--- src/hw/rtl/lkv_pkg.sv ---
// Package with the shared types and constants of the LRU key-value cache.
package lkv_pkg;

    localparam int KEY_W = 32;
    localparam int VAL_W = 32;
    localparam int CFG_W = 5;

    localparam logic [CFG_W-1:0] CAP_RESET  = 5'd16;
    localparam logic [VAL_W-1:0] MISS_VALUE = {VAL_W{1'b1}};

    localparam logic REQ_GET = 1'b0;
    localparam logic REQ_SET = 1'b1;

    // One cache line: position in the chain is its recency rank.
    typedef struct packed {
        logic             valid;
        logic [KEY_W-1:0] key;
        logic [VAL_W-1:0] value;
    } t_entry;

    // Control broadcast from the sequencer to every cell.
    typedef struct packed {
        logic capture;   // accept beat: compare the incoming key
        logic commit;    // apply the shift for the pending request
        logic hit_any;   // some cell matched
        logic insert_ok; // a set that misses may insert
        logic full;      // held count at or above the capacity
    } t_cell_ctl;

endpackage

--- src/hw/rtl/lkv_if.sv ---
// Valid/ready channel interfaces for requests and responses.
interface lkv_req_if;
    logic                     valid;
    logic                     ready;
    logic                     req_type;
    logic signed [31:0]       lookup_key;
    logic signed [31:0]       store_value;

    modport source (output valid, output req_type, output lookup_key, output store_value,
                    input ready);
    modport sink   (input valid, input req_type, input lookup_key, input store_value,
                    output ready);
endinterface

interface lkv_rsp_if;
    logic                     valid;
    logic                     ready;
    logic                     hit;
    logic signed [31:0]       read_value;

    modport source (output valid, output hit, output read_value, input ready);
    modport sink   (input valid, input hit, input read_value, output ready);
endinterface

--- src/hw/rtl/lru_key_value_cache_unit.sv ---
// Top level of the LRU key-value cache: sequencer, capacity register and cell chain.
// Each request is accepted in the idle state, where every cell compares the key;
// in the execute state the chain shifts and the response register loads.
// A new request is taken only once the last one has finished (ready in idle only);
// a get whose response register is still occupied waits in the execute state.
// Synchronous active-low reset clears all valid marks, the held count and the
// response valid flag, and sets the capacity to sixteen entries.
module lru_key_value_cache_unit
    import lkv_pkg::*;
#(
    parameter int ENTRIES = 16
) (
    input  logic             i_clk,
    input  logic             i_rst_n,
    input  logic             i_cfg_we,
    input  logic [CFG_W-1:0] i_cfg_wdata,
    lkv_req_if.sink          req_if,
    lkv_rsp_if.source        rsp_if
);

    localparam int HW   = $clog2(ENTRIES + 1);
    localparam int CMPW = (HW > CFG_W) ? HW : CFG_W;
    localparam logic [CMPW-1:0] ENTRIES_C = CMPW'(ENTRIES);

    localparam logic ST_IDLE = 1'b0;
    localparam logic ST_EXEC = 1'b1;

    logic             r_state;
    logic             r_req_type;
    logic [KEY_W-1:0] r_req_key;
    logic [VAL_W-1:0] r_req_value;
    logic [CFG_W-1:0] r_cap;
    logic [HW-1:0]    r_held;
    logic             r_rsp_valid;
    logic             r_rsp_hit;
    logic [VAL_W-1:0] r_rsp_value;

    logic             w_accept;
    logic             w_commit;
    logic [CMPW-1:0]  w_cap_eff;
    logic [CMPW-1:0]  w_cap_ext;
    t_cell_ctl        w_ctl;
    t_entry           w_new;

    t_entry           w_ent   [ENTRIES];
    logic             w_tail  [ENTRIES+1];
    logic [VAL_W-1:0] w_hval  [ENTRIES+1];
    logic [ENTRIES-1:0] w_match_vec;
    logic [ENTRIES-1:0] w_valid_vec;

    // Request side: one request in flight at a time.
    assign req_if.ready = (r_state == ST_IDLE);
    assign w_accept     = req_if.valid && req_if.ready;

    // A set always finishes; a get finishes once the response register is free.
    assign w_commit = (r_state == ST_EXEC) &&
                      ((r_req_type == REQ_SET) || !r_rsp_valid || rsp_if.ready);

    // Capacity above the number of cells saturates to the number of cells.
    assign w_cap_ext = CMPW'(r_cap);
    assign w_cap_eff = (w_cap_ext > ENTRIES_C) ? ENTRIES_C : w_cap_ext;

    always_comb begin
        w_ctl.capture   = w_accept;
        w_ctl.commit    = w_commit;
        w_ctl.hit_any   = w_tail[0];
        w_ctl.insert_ok = (r_req_type == REQ_SET) && (w_cap_eff != '0);
        w_ctl.full      = CMPW'(r_held) >= w_cap_eff;
    end

    // The entry that lands at the most recent position: the request key, with the
    // new value on a set and the found value on a get hit.
    always_comb begin
        w_new.valid = 1'b1;
        w_new.key   = r_req_key;
        w_new.value = (r_req_type == REQ_SET) ? r_req_value : w_hval[0];
    end

    assign w_tail[ENTRIES] = 1'b0;
    assign w_hval[ENTRIES] = '0;

    // Cell 0 is the most recent entry; the valid run is always contiguous from it.
    for (genvar i = 0; i < ENTRIES; i++) begin : g_cell
        t_entry w_left;
        if (i == 0) begin : g_head
            assign w_left = w_new;
        end else begin : g_body
            assign w_left = w_ent[i-1];
        end

        lkv_cell u_cell (
            .i_clk       (i_clk),
            .i_rst_n     (i_rst_n),
            .i_ctl       (w_ctl),
            .i_key       (req_if.lookup_key),
            .i_left      (w_left),
            .i_tail      (w_tail[i+1]),
            .i_hit_value (w_hval[i+1]),
            .o_entry     (w_ent[i]),
            .o_match     (w_match_vec[i]),
            .o_tail      (w_tail[i]),
            .o_hit_value (w_hval[i])
        );

        assign w_valid_vec[i] = w_ent[i].valid;
    end

    // Sequencer, capacity register and held count.
    always_ff @(posedge i_clk) begin
        if (!i_rst_n) begin
            r_state <= ST_IDLE;
            r_cap   <= CAP_RESET;
            r_held  <= '0;
        end else begin
            if (i_cfg_we) begin
                r_cap <= i_cfg_wdata;
            end
            case (r_state)
                ST_IDLE: begin
                    if (w_accept) begin
                        r_state <= ST_EXEC;
                    end
                end
                ST_EXEC: begin
                    if (w_commit) begin
                        r_state <= ST_IDLE;
                        // A new key only grows the count while below capacity.
                        if (!w_ctl.hit_any && w_ctl.insert_ok && !w_ctl.full) begin
                            r_held <= r_held + HW'(1);
                        end
                    end
                end
                default: begin
                    r_state <= ST_IDLE;
                end
            endcase
        end
    end

    always_ff @(posedge i_clk) begin
        if (w_accept) begin
            r_req_type  <= req_if.req_type;
            r_req_key   <= req_if.lookup_key;
            r_req_value <= req_if.store_value;
        end
    end

    // Response register: one beat per get.
    always_ff @(posedge i_clk) begin
        if (!i_rst_n) begin
            r_rsp_valid <= 1'b0;
        end else if (w_commit && (r_req_type == REQ_GET)) begin
            r_rsp_valid <= 1'b1;
        end else if (rsp_if.ready) begin
            r_rsp_valid <= 1'b0;
        end
    end

    always_ff @(posedge i_clk) begin
        if (w_commit && (r_req_type == REQ_GET)) begin
            r_rsp_hit   <= w_tail[0];
            r_rsp_value <= w_tail[0] ? w_hval[0] : MISS_VALUE;
        end
    end

    assign rsp_if.valid      = r_rsp_valid;
    assign rsp_if.hit        = r_rsp_hit;
    assign rsp_if.read_value = r_rsp_value;

    // Keys are unique in the cache, so at most one cell can match.
    a_single_match: assert property (@(posedge i_clk) disable iff (!i_rst_n)
        (r_state == ST_EXEC) |-> $onehot0(w_match_vec))
        else $error("more than one cell matched the request key");

    // The held count tracks the number of valid cells.
    a_held_count: assert property (@(posedge i_clk) disable iff (!i_rst_n)
        $countones(w_valid_vec) == 32'(r_held))
        else $error("held count differs from the valid cells");

    // Valid cells form one run starting at the most recent position.
    a_contiguous: assert property (@(posedge i_clk) disable iff (!i_rst_n)
        ((w_valid_vec & (w_valid_vec + ENTRIES'(1))) == '0))
        else $error("valid cells are not contiguous from the head");

    // A finished get always presents a response beat in the next cycle.
    a_get_responds: assert property (@(posedge i_clk) disable iff (!i_rst_n)
        (w_commit && (r_req_type == REQ_GET)) |=> rsp_if.valid)
        else $error("get finished without a response beat");

endmodule

--- src/hw/rtl/lkv_cell.sv ---
// One cell of the recency chain: holds one entry and shifts from its left neighbor.
module lkv_cell
    import lkv_pkg::*;
(
    input  logic             i_clk,
    input  logic             i_rst_n,
    input  t_cell_ctl        i_ctl,
    input  logic [KEY_W-1:0] i_key,
    input  t_entry           i_left,
    input  logic             i_tail,
    input  logic [VAL_W-1:0] i_hit_value,
    output t_entry           o_entry,
    output logic             o_match,
    output logic             o_tail,
    output logic [VAL_W-1:0] o_hit_value
);

    t_entry r_entry;
    logic   r_match;
    logic   n_shift;

    // A hit moves every entry up to and including the hit one; an insert moves
    // the whole valid run, dropping the last entry when the cache is full.
    always_comb begin
        if (i_ctl.hit_any) begin
            n_shift = r_match | i_tail;
        end else begin
            n_shift = i_ctl.insert_ok & (i_ctl.full ? r_entry.valid : i_left.valid);
        end
    end

    always_ff @(posedge i_clk) begin
        if (!i_rst_n) begin
            r_entry.valid <= 1'b0;
            r_match       <= 1'b0;
        end else begin
            if (i_ctl.capture) begin
                r_match <= r_entry.valid && (r_entry.key == i_key);
            end
            if (i_ctl.commit && n_shift) begin
                r_entry.valid <= i_left.valid;
            end
        end
    end

    always_ff @(posedge i_clk) begin
        if (i_ctl.commit && n_shift) begin
            r_entry.key   <= i_left.key;
            r_entry.value <= i_left.value;
        end
    end

    assign o_entry     = r_entry;
    assign o_match     = r_match;
    assign o_tail      = r_match | i_tail;
    assign o_hit_value = i_hit_value | (r_match ? r_entry.value : '0);

endmodule

--- src/flat_wrapper.sv ---
// flat-port wrapper written by rule: the top's interface ports become plain ports
module lru_key_value_cache_unit_flat import lkv_pkg::*;
#(
    parameter int ENTRIES = 16
)
  (i_clk, i_rst_n, i_cfg_we, i_cfg_wdata, req_if_valid, req_if_req_type, req_if_lookup_key, req_if_store_value, req_if_ready, rsp_if_valid, rsp_if_hit, rsp_if_read_value, rsp_if_ready);
  lkv_req_if req_if_i ();
  lkv_rsp_if rsp_if_i ();
  input  logic i_clk;
  input  logic i_rst_n;
  input  logic i_cfg_we;
  input  logic [CFG_W-1:0] i_cfg_wdata;
  input wire logic [$bits(req_if_i.valid)-1:0] req_if_valid;
  input wire logic [$bits(req_if_i.req_type)-1:0] req_if_req_type;
  input wire logic [$bits(req_if_i.lookup_key)-1:0] req_if_lookup_key;
  input wire logic [$bits(req_if_i.store_value)-1:0] req_if_store_value;
  output wire logic [$bits(req_if_i.ready)-1:0] req_if_ready;
  output wire logic [$bits(rsp_if_i.valid)-1:0] rsp_if_valid;
  output wire logic [$bits(rsp_if_i.hit)-1:0] rsp_if_hit;
  output wire logic [$bits(rsp_if_i.read_value)-1:0] rsp_if_read_value;
  input wire logic [$bits(rsp_if_i.ready)-1:0] rsp_if_ready;
  assign req_if_i.valid = req_if_valid;
  assign req_if_i.req_type = req_if_req_type;
  assign req_if_i.lookup_key = req_if_lookup_key;
  assign req_if_i.store_value = req_if_store_value;
  assign req_if_ready = req_if_i.ready;
  assign rsp_if_valid = rsp_if_i.valid;
  assign rsp_if_hit = rsp_if_i.hit;
  assign rsp_if_read_value = rsp_if_i.read_value;
  assign rsp_if_i.ready = rsp_if_ready;
  lru_key_value_cache_unit #(.ENTRIES(ENTRIES)) u_core (.i_clk(i_clk), .i_rst_n(i_rst_n), .i_cfg_we(i_cfg_we), .i_cfg_wdata(i_cfg_wdata), .req_if(req_if_i), .rsp_if(rsp_if_i));
endmodule
--- config.mk ---
export PLATFORM = sky130hd
export DESIGN_NAME = lru_key_value_cache_unit_flat
export DESIGN_NICKNAME = d
export VERILOG_FILES = /design/src/hw/rtl/lkv_pkg.sv /design/src/hw/rtl/lkv_if.sv /design/src/hw/rtl/lru_key_value_cache_unit.sv /design/src/hw/rtl/lkv_cell.sv /design/src/flat_wrapper.sv
export SDC_FILE = /design/constraint.sdc
export NUM_CORES = 1
export LEC_CHECK = 0
export BUFFER_PORTS_ARGS = -buffer_cell sky130_fd_sc_hd__buf_2
export CORE_MARGIN = 2
export CORE_UTILIZATION = 30
export DETAILED_ROUTE_END_ITERATION = 7
export PLACE_DENSITY = 0.41
export SLEW_MARGIN = 40
export SYNTH_ARGS = -nofsm -noshare
export SYNTH_HDL_FRONTEND = slang
export SYNTH_SLANG_ARGS = --single-unit
--- constraint.sdc ---
create_clock -name i_clk -period 9.2 [get_ports i_clk]
set_input_delay 1.84 -clock i_clk [delete_from_list [all_inputs] [get_ports i_clk]]
set_output_delay 1.84 -clock i_clk [all_outputs]
set_load 0.05 [all_outputs]
==> summary.txt <==
CTS Hold Buffers Added: 0
Crit Reg-Reg Endpoint: u_core.g_cell[14].u_cell.o_entry[36]$_DFFE_PP_
Final setup viols: 0
unrepaired setup endpoints after global routing: no
CTS tree: yes
DRC Markers: 0
remaining antenna violation count: 0
total gr overflow: 0
Slew Viols, Final: 0
Achievable Freq: 0.225 GHz
ranking of synthesized cells by area: edfxtp_1 75%, xor2_1 6.2%, xnor2_1 3.8%, a22oi_1 2.2%, dfxtp_1 1.9%
Post-CTS Setup Inserts: 0
Synth Flop Type: edfxtp_1
Worst path max stage delay: 820 ps
CTS Root Cell: clkbuf_16
critical path cell sequence: buf_2 -> nand2b_1 -> o21ai_4 -> buf_4 -> or4_1 -> o21ai_4 -> buf_4
nets@finish: 2,943
CP Buf/Inv Count: 3
CP required: 9560 ps
Max-cap violations: 0
Vias/cell: 4.99
RePlAce Congestion: 0.792
core area: 150,000 sq um
Min-Delay Path Class: reg2reg
setup TNS: 0 ps
first-pass GRT wire length: 191,000 microns
Top-Level Pins: 110
Pwr Total: 0.0112 W
initial antenna violation count: 3
ys async rst share: 0
worst reg2reg path depth: 11
Synth top area share: 0.745
CTS HTree Levels: 4
die area: 154,000 sq um
multiplexer share of the synthesized area: 0.00429
DP HPWL: 82,800 microns
Mapped Area: 45,200 sq um
startpoint types: input pin
first-pass iteration count of the detailed router: 5
initial drt markers: 2,553
initial core utilization: 0.302
status: completed
I/O Buffers: 109
total track usage: 0.173
Worst-path clk slew: 60 ps
largest family of logic cells by synthesized area: XOR/XNOR gates
Synth Area in Adders: 0.00166
delay-heaviest family, CP: buffers and inverters
Slew headroom: 0.409
Least-Margin Pin Slew: 887 ps
R2R Setup Slk: 4960 ps
Sink Count: 1,166
Area Overhead vs Synth: 16.1%
critical hold path startpoint: u_core.r_req_key[12]$_DFFE_PP_
Yosys warning total: 0
Resized cells post-CTS: 0
WL/cell: 26.9 microns
Hold Vio Cnt, Final: 0
Avg Cell Area, Syn: 16.6 sq um
Cells on Worst Hold Path: 0
routed wire length: 134,000 microns
skew final: 29.8 ps
pwr/cell area: 213 nW/um^2
Crit Path Class: in2reg
fin crit period: 4440 ps
share of layout cells above drive strength 1: 0.135
TritonCTS buffer count: 131
Mapped Nets: 2,799
Compound-Gate Fraction of Synth Area: 0.0629
Die Y-Extent: 392 microns
Post-synth EDFFs: 1,122
Clock Latency Late Sink: 750 ps
hold_ws: 413 ps
Post-Synth Simple-Gate Area: 0.0522
Crit. End Element: flop
die extent in x: 392 microns
Post-Synth XOR/XNOR Area: 0.0998
post-synthesis cell count: 2,718
DR vias: 24,800
# diodes: 0
largest net degree at the start of global routing: 66
Clock Path Buffers: 3
final setup margin: 4760 ps
Synth area leader: edfxtp_1
vias in the first global route: 26,000
maximum fanout along the worst path: 50
# rows: 142
CP arrival: 4800 ps
pre-CTS WS: 3950 ps
Lkg Pwr: 16.4 nW
slowest CP cell: or4_1
sequential share of the synthesized area: 0.765
Layout fillers: 14,200
final worst path period share: 0.483
reg2reg start: u_core.r_cap[4]$_SDFFE_PN1P_
register bit total from synthesis: 1,166
synth unique cells: 51
Worst VDD drop: 0.157 mV
WHS Endpoint: u_core.g_cell[0].u_cell.o_entry[44]$_DFFE_PP_
==> layer usage <==
layer | track usage | routed length (microns)
met2 | 0.286 | 64200
met1 | 0.230 | 58400
met4 | 0.0573 | 3670
met3 | 0.0314 | 7680
met5 | 0 | 40
==> cell usage in the layout, fill, tap and decap left out, drive strengths merged, types with 2 or more instances in the layout <==
cell and instances:
a21o 6, a21oi 73, a221oi 64, a22o 65, a22oi 132, a31o 2, a31oi 7, buf 170
bufinv 8, clkbuf 169, clkinv 53, clkinvlp 2, dfxtp 44, edfxtp 1122, ha 6, inv 10
mux2 11, mux2i 7, nand2 78, nand2b 3, nand3 70, nand4 83, nor2 104, nor2b 2
nor3 12, nor4 98, o211ai 3, o21a 3, o21ai 17, o22ai 6, or2 2, or4 4
xnor2 194, xor2 321
==> metrics by stage <==
| stage | utilization | instance area, sq um | cells |
|---|---|---|---|
| 2_1_floorplan | - | 45200 | 2718 |
| 3_3_place_gp | 0.322 | 48300 | 4739 |
| 3_5_place_dp | 0.323 | 48400 | 4745 |
| 4_1_cts | 0.350 | 52500 | 4979 |
| 5_1_grt | 0.350 | 52500 | 4979 |
| 6_report | 0.350 | 52500 | 4979 |
==> cell type report <==
type,count,area (sq um),share of cell area
clock buffers,169,3590,0.0684
clock inverters,65,509,0.00970
inverters,8,33.8,0.000644
multi-input cells,1385,10200,0.194
flip-flops and latches,1166,34600,0.659
well taps,2016,2520,0.0481
repair buffers,170,1070,0.0204
==> flip-flops by register name (all words and copies together), names as in the netlist <==
name,flops
u_core.g_cell.u_cell.o_entry,1040
u_core.g_cell.u_cell.o_match,16
u_core.r_cap,5
u_core.r_held,5
u_core.r_req_key,32
u_core.r_req_type,1
u_core.r_req_value,32
u_core.r_state,1
u_core.rsp_if.hit,1
u_core.rsp_if.read_value,32
u_core.rsp_if.valid,1
==> worst max path at each step <==
stage	startpoint	end	slack [ps]	cells after the start
after floorplan	rsp_if_ready	u_core.g_cell[7].u_cell.o_entry[0]$_DFFE_PP_	1310	5
after global placement	rsp_if_ready	u_core.g_cell[8].u_cell.o_entry[21]$_DFFE_PP_	3880	7
after detailed placement	rsp_if_ready	u_core.g_cell[7].u_cell.o_entry[46]$_DFFE_PP_	3950	7
after CTS	rsp_if_ready	u_core.g_cell[7].u_cell.o_entry[46]$_DFFE_PP_	4760	7
after global routing	rsp_if_ready	u_core.g_cell[7].u_cell.o_entry[55]$_DFFE_PP_	4640	7
final	rsp_if_ready	u_core.g_cell[7].u_cell.o_entry[46]$_DFFE_PP_	4760	7
==> cell usage after synthesis, types with 64 or more instances <==
cell / count
a21oi_1: 73
a22o_1: 65
edfxtp_1: 1122
a221oi_1: 64
xor2_1: 321
nand4_1: 82
xnor2_1: 194
a22oi_1: 132
nor4_1: 97
nor2_1: 104
clkbuf_1: 138
nand2_1: 78
nand3_1: 70
==> kinds of logic after synthesis <==
logic type | after synthesis
xor+xnor | 515
buf+inv | 167
compound gates | 387
simple gates | 459
mux | 18
flops | 1166
fa+ha+maj | 6
==> power by group <==
part           internal, W  total [W]  switching (W)  leakage, nW
logic            0.0000976   0.000324       0.000226         3.99
registers          0.00579    0.00581      0.0000194         10.4
clock network      0.00297    0.00505        0.00209         2.00
total              0.00885     0.0112        0.00233         16.4
Note: power is estimated with default switching activity, not from simulation.
